==> config.mk <==
export PLATFORM = sky130hd
export DESIGN_NAME = link_frame_receiver_destuffer
export DESIGN_NICKNAME = d
export VERILOG_FILES = /design/src/rtl/lfrd_pkg.sv /design/src/rtl/link_frame_receiver_destuffer.sv
export SDC_FILE = /design/constraint.sdc
export NUM_CORES = 1
export LEC_CHECK = 0
export BUFFER_PORTS_ARGS = -buffer_cell sky130_fd_sc_hd__clkbuf_2
export CORE_MARGIN = 1
export CORE_UTILIZATION = 54
export DETAILED_ROUTE_END_ITERATION = 6
export PLACE_DENSITY = 0.85
export REMOVE_ABC_BUFFERS = 1
export SYNTH_ARGS = -nofsm -noshare
export SYNTH_HDL_FRONTEND = slang
export SYNTH_SLANG_ARGS = --single-unit
==> constraint.sdc <==
create_clock -name clk -period 2.48 [get_ports clk]
set_clock_uncertainty 0.15 [all_clocks]
set_input_delay 0.496 -clock clk [delete_from_list [all_inputs] [get_ports clk]]
set_output_delay 0.496 -clock clk [all_outputs]
set_load 0.1 [all_outputs]
==> src/rtl/lfrd_pkg.sv <==
// lfrd_pkg: shared types and fixed codes for the link frame receiver and destuffer
// no dependencies; imported by link_frame_receiver_destuffer
`timescale 1ns / 1ps

package lfrd_pkg;

	// frame receiver state codes
	localparam logic [2:0] ST_START  = 3'd0;
	localparam logic [2:0] ST_FLAG   = 3'd1;
	localparam logic [2:0] ST_ADDR   = 3'd2;
	localparam logic [2:0] ST_CTRL   = 3'd3;
	localparam logic [2:0] ST_HDR_OK = 3'd4;
	localparam logic [2:0] ST_END    = 3'd5;

	// operation codes carried in the input tuser
	localparam logic [1:0] OP_BYTE   = 2'd0;
	localparam logic [1:0] OP_CLEAR  = 2'd1;
	localparam logic [1:0] OP_TOGGLE = 2'd2;

	// configuration register indexes
	localparam logic [2:0] REG_FLAG      = 3'd0;
	localparam logic [2:0] REG_ESCAPE    = 3'd1;
	localparam logic [2:0] REG_SENDER    = 3'd2;
	localparam logic [2:0] REG_RECEIVER  = 3'd3;
	localparam logic [2:0] REG_INFO_ZERO = 3'd4;
	localparam logic [2:0] REG_INFO_ONE  = 3'd5;

	// fixed supervisory and unnumbered control codes
	localparam logic [7:0] CTRL_SET  = 8'h03;
	localparam logic [7:0] CTRL_UA   = 8'h07;
	localparam logic [7:0] CTRL_RR0  = 8'hAA;
	localparam logic [7:0] CTRL_RR1  = 8'hAB;
	localparam logic [7:0] CTRL_REJ0 = 8'h54;
	localparam logic [7:0] CTRL_REJ1 = 8'h55;
	localparam logic [7:0] CTRL_DISC = 8'h0B;

	// escaped byte is the original with this bit flipped
	localparam logic [7:0] ESC_MASK = 8'h20;

	localparam int COUNT_W = 11;

	// one result transaction
	typedef struct packed {
		logic [2:0]         frame_state;
		logic               payload_valid;
		logic [7:0]         payload_byte;
		logic [COUNT_W-1:0] payload_count;
		logic               repeated_frame;
		logic [7:0]         last_control;
		logic               overflow;
	} result_t;

endpackage

==> src/rtl/link_frame_receiver_destuffer.sv <==
// link_frame_receiver_destuffer: byte-wide HDLC-like frame receiver with destuffing
// depends on lfrd_pkg for state, op and register codes and the result type
`timescale 1ns / 1ps

// The result of an input transaction appears on the master side in the following cycle.
// Throughput: one item per cycle when not stalled; each byte is decided combinationally.
// The input stalls only while a result waits on the master side; a new item enters in the
// same cycle as the held result is taken.
// Reset (arst_n low, asynchronous): receiver at start, counters and flags cleared,
// registers at their default values, no result pending.
module link_frame_receiver_destuffer #(
	parameter int PAYLOAD_MAX = 1024
) (
	input  logic        clk,
	input  logic        arst_n,
	// input stream
	input  logic        s_tvalid,
	output logic        s_tready,
	input  logic [7:0]  s_tdata,  // [7:0] rx_byte
	input  logic [1:0]  s_tuser,  // [1:0] op
	// result stream
	output logic        m_tvalid,
	input  logic        m_tready,
	output logic [31:0] m_tdata,  // [2:0] frame_state, [10:3] payload_byte,
	                              // [21:11] payload_count, [22] repeated_frame,
	                              // [30:23] last_control, [31] overflow
	output logic        m_tuser,  // [0] payload_valid
	// configuration writes
	input  logic        cfg_we,
	input  logic [2:0]  cfg_index,
	input  logic [7:0]  cfg_data
);

	import lfrd_pkg::*;

	// room is PAYLOAD_MAX+1 bytes, capped to what the counter holds
	localparam int COUNT_MAX   = (1 << COUNT_W) - 1;
	localparam int LIMIT_RAW   = PAYLOAD_MAX + 1;
	localparam int LIMIT_INT   = (LIMIT_RAW > COUNT_MAX) ? COUNT_MAX : LIMIT_RAW;
	localparam logic [COUNT_W-1:0] COUNT_LIMIT = COUNT_W'(LIMIT_INT);

	// configuration registers
	logic [7:0] flag_q, escape_q, sender_q, receiver_q, info0_q, info1_q;

	// frame state
	logic [2:0]         fsm_q, fsm_d;
	logic [7:0]         addr_q, addr_d;
	logic [7:0]         ctrl_q, ctrl_d;
	logic [7:0]         prev_q, prev_d;
	logic               rep_q, rep_d;
	logic               esc_q, esc_d;
	logic [COUNT_W-1:0] cnt_q, cnt_d;
	logic               ovf_q, ovf_d;

	// result register
	logic    out_valid_q;
	result_t res_q;
	result_t res_d;

	logic       accept;
	logic       ctrl_is_info;
	logic       byte_is_info;
	logic       byte_ctrl_ok;
	logic [7:0] rx;
	logic [7:0] unstuffed;

	assign s_tready = !out_valid_q || m_tready;
	assign accept   = s_tvalid && s_tready;
	assign rx       = s_tdata;

	// configuration write port
	always_ff @(posedge clk or negedge arst_n) begin
		if (!arst_n) begin
			flag_q     <= 8'h7E;
			escape_q   <= 8'h7D;
			sender_q   <= 8'h03;
			receiver_q <= 8'h01;
			info0_q    <= 8'h00;
			info1_q    <= 8'h80;
		end else if (cfg_we) begin
			case (cfg_index)
				REG_FLAG:      flag_q     <= cfg_data;
				REG_ESCAPE:    escape_q   <= cfg_data;
				REG_SENDER:    sender_q   <= cfg_data;
				REG_RECEIVER:  receiver_q <= cfg_data;
				REG_INFO_ZERO: info0_q    <= cfg_data;
				REG_INFO_ONE:  info1_q    <= cfg_data;
				default: ;
			endcase
		end
	end

	// control byte classification
	assign ctrl_is_info = (ctrl_q == info0_q) || (ctrl_q == info1_q);
	assign byte_is_info = (rx == info0_q) || (rx == info1_q);
	assign byte_ctrl_ok = byte_is_info || (rx inside {CTRL_SET, CTRL_UA, CTRL_RR0, CTRL_RR1,
		CTRL_REJ0, CTRL_REJ1, CTRL_DISC});

	// undo the escape on the byte after an escape
	always_comb begin
		unstuffed = rx;
		if (esc_q) begin
			if (rx == (flag_q ^ ESC_MASK)) begin
				unstuffed = flag_q;
			end else if (rx == (escape_q ^ ESC_MASK)) begin
				unstuffed = escape_q;
			end
		end
	end

	// next frame state and result for the item on the input
	always_comb begin
		fsm_d  = fsm_q;
		addr_d = addr_q;
		ctrl_d = ctrl_q;
		prev_d = prev_q;
		rep_d  = rep_q;
		esc_d  = esc_q;
		cnt_d  = cnt_q;
		ovf_d  = ovf_q;
		res_d.payload_valid = 1'b0;
		res_d.payload_byte  = 8'h00;
		case (s_tuser)
			OP_CLEAR: begin
				fsm_d  = ST_START;
				addr_d = 8'h00;
				cnt_d  = '0;
				rep_d  = 1'b0;
				esc_d  = 1'b0;
				ovf_d  = 1'b0;
			end
			OP_TOGGLE: begin
				prev_d = (prev_q == info0_q) ? info1_q : info0_q;
			end
			OP_BYTE: begin
				case (fsm_q)
					ST_START: begin
						if (rx == flag_q) fsm_d = ST_FLAG;
					end
					ST_FLAG: begin
						addr_d = rx;
						if (rx == sender_q || rx == receiver_q) fsm_d = ST_ADDR;
						else if (rx != flag_q) fsm_d = ST_START;
					end
					ST_ADDR: begin
						ctrl_d = rx;
						if (byte_ctrl_ok) fsm_d = ST_CTRL;
						else if (rx == flag_q) fsm_d = ST_FLAG;
						else fsm_d = ST_START;
					end
					ST_CTRL: begin
						if (rx == (addr_q ^ ctrl_q)) fsm_d = ST_HDR_OK;
						else if (rx == flag_q) fsm_d = ST_FLAG;
						else fsm_d = ST_START;
					end
					ST_HDR_OK: begin
						if (rx == flag_q) begin
							fsm_d  = ST_END;
							if (ctrl_is_info && ctrl_q == prev_q) rep_d = 1'b1;
							prev_d = ctrl_q;
						end else if (ctrl_is_info && addr_q == sender_q) begin
							if (rx == escape_q) begin
								esc_d = 1'b1;
							end else begin
								esc_d = 1'b0;
								if (cnt_q < COUNT_LIMIT) begin
									cnt_d = cnt_q + 1'b1;
									res_d.payload_valid = 1'b1;
									res_d.payload_byte  = unstuffed;
								end else begin
									ovf_d = 1'b1;
								end
							end
						end else begin
							fsm_d = ST_START;
						end
					end
					default: ;
				endcase
			end
			default: ;
		endcase
		res_d.frame_state    = fsm_d;
		res_d.payload_count  = cnt_d;
		res_d.repeated_frame = rep_d;
		res_d.last_control   = prev_d;
		res_d.overflow       = ovf_d;
	end

	// frame state registers
	always_ff @(posedge clk or negedge arst_n) begin
		if (!arst_n) begin
			fsm_q  <= ST_START;
			addr_q <= 8'h00;
			ctrl_q <= 8'h00;
			prev_q <= 8'h00;
			rep_q  <= 1'b0;
			esc_q  <= 1'b0;
			cnt_q  <= '0;
			ovf_q  <= 1'b0;
		end else if (accept) begin
			fsm_q  <= fsm_d;
			addr_q <= addr_d;
			ctrl_q <= ctrl_d;
			prev_q <= prev_d;
			rep_q  <= rep_d;
			esc_q  <= esc_d;
			cnt_q  <= cnt_d;
			ovf_q  <= ovf_d;
		end
	end

	// result register, held while the master side stalls
	always_ff @(posedge clk or negedge arst_n) begin
		if (!arst_n) begin
			out_valid_q <= 1'b0;
		end else if (s_tready) begin
			out_valid_q <= s_tvalid;
		end
	end

	always_ff @(posedge clk) begin
		if (accept) begin
			res_q <= res_d;
		end
	end

	// result packing
	assign m_tvalid = out_valid_q;
	assign m_tuser  = res_q.payload_valid;
	assign m_tdata  = {res_q.overflow, res_q.last_control, res_q.repeated_frame,
		res_q.payload_count, res_q.payload_byte, res_q.frame_state};

	// a payload byte only comes out of a frame whose header checked
	a_payload_in_frame: assert property (@(posedge clk) disable iff (!arst_n)
		(m_tvalid && m_tuser) |-> (res_q.frame_state == ST_HDR_OK))
		else $error("payload byte outside an accepted frame");

	// the counter never passes the payload room
	a_count_bound: assert property (@(posedge clk) disable iff (!arst_n)
		cnt_q <= COUNT_LIMIT)
		else $error("payload count beyond limit");

	// overflow only once the room is full
	a_overflow_full: assert property (@(posedge clk) disable iff (!arst_n)
		ovf_q |-> (cnt_q == COUNT_LIMIT))
		else $error("overflow with room left");

	// a clear returns the receiver to start with an empty count
	a_clear: assert property (@(posedge clk) disable iff (!arst_n)
		(accept && s_tuser == OP_CLEAR) |=> (fsm_q == ST_START && cnt_q == '0 && !ovf_q))
		else $error("clear did not reset the frame");

	// bytes are ignored once the frame has ended
	a_end_sticky: assert property (@(posedge clk) disable iff (!arst_n)
		(accept && s_tuser == OP_BYTE && fsm_q == ST_END) |=> (fsm_q == ST_END))
		else $error("left end state without a clear");

endmodule
==> impl_metrics.env <==
export IMPL_status="finished clean"
export IMPL_worstPathCellList="xnor2_2, nand4_1, nor4_4, nand4_2, or3_1, a21oi_2"
export IMPL_max_slew_margin=0.4576
export IMPL_viasPerCell=6.132
export IMPL_setup_tns_ns=0
export IMPL_yosysSeqAreaShare=0.4661
export IMPL_die_h_um=115.9
export IMPL_cp_end_kind="flop"
export IMPL_hold_path_class="input pin to flop"
export IMPL_worstSetupStartpointType="flop"
export IMPL_dr_pass1_iters=6
export IMPL_cts_tree="built"
export IMPL_vias=5776
export IMPL_crit_type="flop to flop"
export IMPL_ff2ff_path_depth=6
export IMPL_avgSynthCellArea_um2=11.04
export IMPL_drt_iter0_drc=639
export IMPL_hold_viol_final=0
export IMPL_area_growth_pct=25.86
export IMPL_syn_cell_area_um2=7000
export IMPL_clk_latency_ns=0.43
export IMPL_worstPathArrival_ns=2.58
export IMPL_numPortBuffers=60
export IMPL_synth_top_flop_cell="dfrtp_1"
export IMPL_antenna_found_initial=0
export IMPL_fill_cells=885
export IMPL_antenna_cells=0
export IMPL_grt_pass1_vias=5680
export IMPL_dp_hpwl_um=13510
export IMPL_placed_area_um2=8035
export IMPL_synth_fa_ha_area_frac=0.001787
export IMPL_synth_edff_count=33
export IMPL_final_common_cell="buf_4"
export IMPL_grt_max_degree=60
export IMPL_root_buffer="clkbuf_16"
export IMPL_fin_nets=784
export IMPL_drc=0
export IMPL_max_stage_delay_ns=0.57
export IMPL_die_area_um2=13420
export IMPL_synth_compound_area_frac=0.09580
export IMPL_coreArea_um2=12620
export IMPL_cap_violations=0
export IMPL_worst_slew_pin_slew_ns=0.8105
export IMPL_start_util=0.5547
export IMPL_required_ns=2.61
export IMPL_yosysWarnings=0
export IMPL_slew_viol_final=0
export IMPL_leakage_nw=3.711
export IMPL_synthArstFlopShare=0.7317
export IMPL_ff2ff_setup_slack_ns=0.03
export IMPL_fin_util=0.6982
export IMPL_grt_pass1_wl_um=29610
export IMPL_reg2reg_from="sender_q[1]"
export IMPL_final_area_um2=8811
export IMPL_htree_levels=4
export IMPL_grt_remaining_overflow=0
export IMPL_cts_made_buffers=17
export IMPL_worst_r2r_endpoint="m_tdata[13]"
export IMPL_ir_drop_mv=0.5947
export IMPL_finalWirelength_um=19270
export IMPL_cp_slowest_cell="dfstp_2"
export IMPL_synth_simple_area_share=0.1462
export IMPL_final_setup_viol_count=0
export IMPL_mostFrequentLayoutCells="buf_4 (78), dfrtp_1 (74), xnor2_1 (67), mux2_2 (59), clkbuf_2 (59)"
export IMPL_cts_max_path_buffers=2
export IMPL_cp_max_fo=5
export IMPL_drive_gt1_frac=0.3649
export IMPL_cts_clk_slew_worst_paths_ns=0.06
export IMPL_fmax_mhz=408.8
export IMPL_synthDistinctLibCells=66
export IMPL_wl_per_cell_um=20.46
export IMPL_clock_sinks=123
export IMPL_period_share=0.9863
export IMPL_min_from="s_tvalid"
export IMPL_hold_ws_ns=0.1269
export IMPL_synthMuxAreaShare=0.1206
export IMPL_antenna_left=0
export IMPL_holdPathStages=2
export IMPL_powerDensity_nw_per_um2=789.6
export IMPL_synth_top_family_by_area="simple AND/OR/NAND/NOR gates"
export IMPL_netlist_instances=634
export IMPL_rows=41
export IMPL_ys_seq_elements=123
export IMPL_synthXorXnorAreaFrac=0.1364
export IMPL_finalWorstPathRequiredPeriod_ns=2.446
export IMPL_track_usage=0.2976
export IMPL_min_to="m_tvalid"
export IMPL_ios=61
export IMPL_gp_congestion=0.9335
export IMPL_die_x_um=115.9
==> cells by family (layout without fill, tap and decap cells) <==
| logic type | after synthesis | after routing |
|---|---|---|
| mux | 77 | 77 |
| simple gates | 183 | 184 |
| fa+ha+maj | 1 | 1 |
| buf+inv | 58 | 193 |
| xor+xnor | 98 | 98 |
| compound gates | 94 | 94 |
| flops | 123 | 123 |
==> worst max-delay path by stage <==
stage,from,end,slack (ns),depth (start not counted)
final,sender_q[1],m_tdata[13],0.03,6
after global routing,cnt_q[1],m_tdata[17],-0.03,8
after CTS,ctrl_q[4],m_tdata[16],0.008,6
after detailed placement,s_tdata[6],m_tdata[3],-0.08,8
after global placement,s_tdata[4],m_tdata[3],-0.07,8
after floorplan,m_tvalid,cnt_q[6],-1.79,7
==> flip-flops by register name (all words and copies together), names as in the netlist <==
signal and cells:
cnt_q 11, info1_q 8, m_tvalid 1, receiver_q 8, fsm_q 3, escape_q 8
sender_q 8, info0_q 8, flag_q 8, esc_q 1, ovf_q 1, rep_q 1
m_tuser 1, ctrl_q 8, addr_q 8, prev_q 8, m_tdata 32
==> cells in the mapped netlist, types with 4 or more instances <==
cell / instances / area share
xor2_1: 20 / 0.025
o22ai_1: 6 / 0.0054
nand4_1: 23 / 0.021
dfstp_2: 16 / 0.060
a221oi_1: 6 / 0.0075
mux2i_1: 18 / 0.026
o21ai_0: 15 / 0.011
nor3_1: 10 / 0.0071
edfxtp_1: 33 / 0.14
nand2_1: 49 / 0.026
inv_1: 14 / 0.0075
nor2_1: 29 / 0.016
a21o_1: 4 / 0.0043
xnor3_1: 7 / 0.023
nand3_1: 11 / 0.0079
buf_2: 5 / 0.0036
or3_1: 4 / 0.0036
nand2b_1: 7 / 0.0063
xnor2_1: 71 / 0.089
a31oi_1: 7 / 0.0063
buf_1: 9 / 0.0048
clkbuf_1: 29 / 0.016
a21oi_1: 12 / 0.0086
and3_1: 10 / 0.0089
a32oi_1: 8 / 0.010
mux2_2: 59 / 0.095
dfrtp_1: 74 / 0.26
a21boi_0: 10 / 0.011
nor4_1: 6 / 0.0054
nor2b_1: 5 / 0.0045
==> layout make-up <==
| cell class | count | area, µm² | area share |
|---|---|---|---|
| Multi-Input combinational cell | 454 | 3621 | 0.4110 |
| Sequential cell | 123 | 3263 | 0.3703 |
| Timing Repair Buffer | 147 | 1062 | 0.1206 |
| Clock buffer | 22 | 486.7 | 0.05524 |
| Tap cell | 172 | 215.2 | 0.02442 |
| Clock inverter | 10 | 110.1 | 0.01250 |
| Inverter | 14 | 52.55 | 0.005964 |
==> metrics by stage <==
stage | worst slack, ns | power, mW | instances
after floorplan | -1.790 | 3.801 | 590
after global placement | -0.07076 | 4.282 | 903
after detailed placement | -0.08119 | 4.380 | 903
after CTS | 0.008273 | 6.893 | 936
after global routing | -0.03474 | 7.204 | 942
final | 0.03406 | 6.957 | 942
==> timing repair <==
item                                    in CTS  in global routing
gates resized for setup                      0                 18
pin swaps                                    1                 10
endpoints found under the hold margin       27                  0
gates cloned                                 0                  1
hold buffers                                 1                  0
setup buffers                                0                  5
endpoints found under the setup margin       1                 14
==> metal layers <==
layer	routed length, µm	track usage	up-vias
met1	7912	0.3863	2841
met4	706	0.1513	0
met5	0	0	-
met2	9189	0.4730	307
li1	-	-	2550
met3	1462	0.06276	78
==> critical path, delay by kind of cell (launching register included) <==
| kind | cells | cell delay [ns] |
|---|---|---|
| AOI/OAI and AO/OA | 1 | 0.12 |
| xor gates and xnor gates | 1 | 0.14 |
| DFF | 1 | 0.57 |
| and+or+nand+nor | 4 | 1.32 |
==> where the power goes <==
| group | total, mW | internal [mW] | switching (mW) |
|---|---|---|---|
| logic | 1.79 | 0.760 | 1.03 |
| clock network | 2.49 | 1.59 | 0.900 |
| registers | 2.68 | 2.41 | 0.262 |
Note: power is estimated with default switching activity, not from simulation.
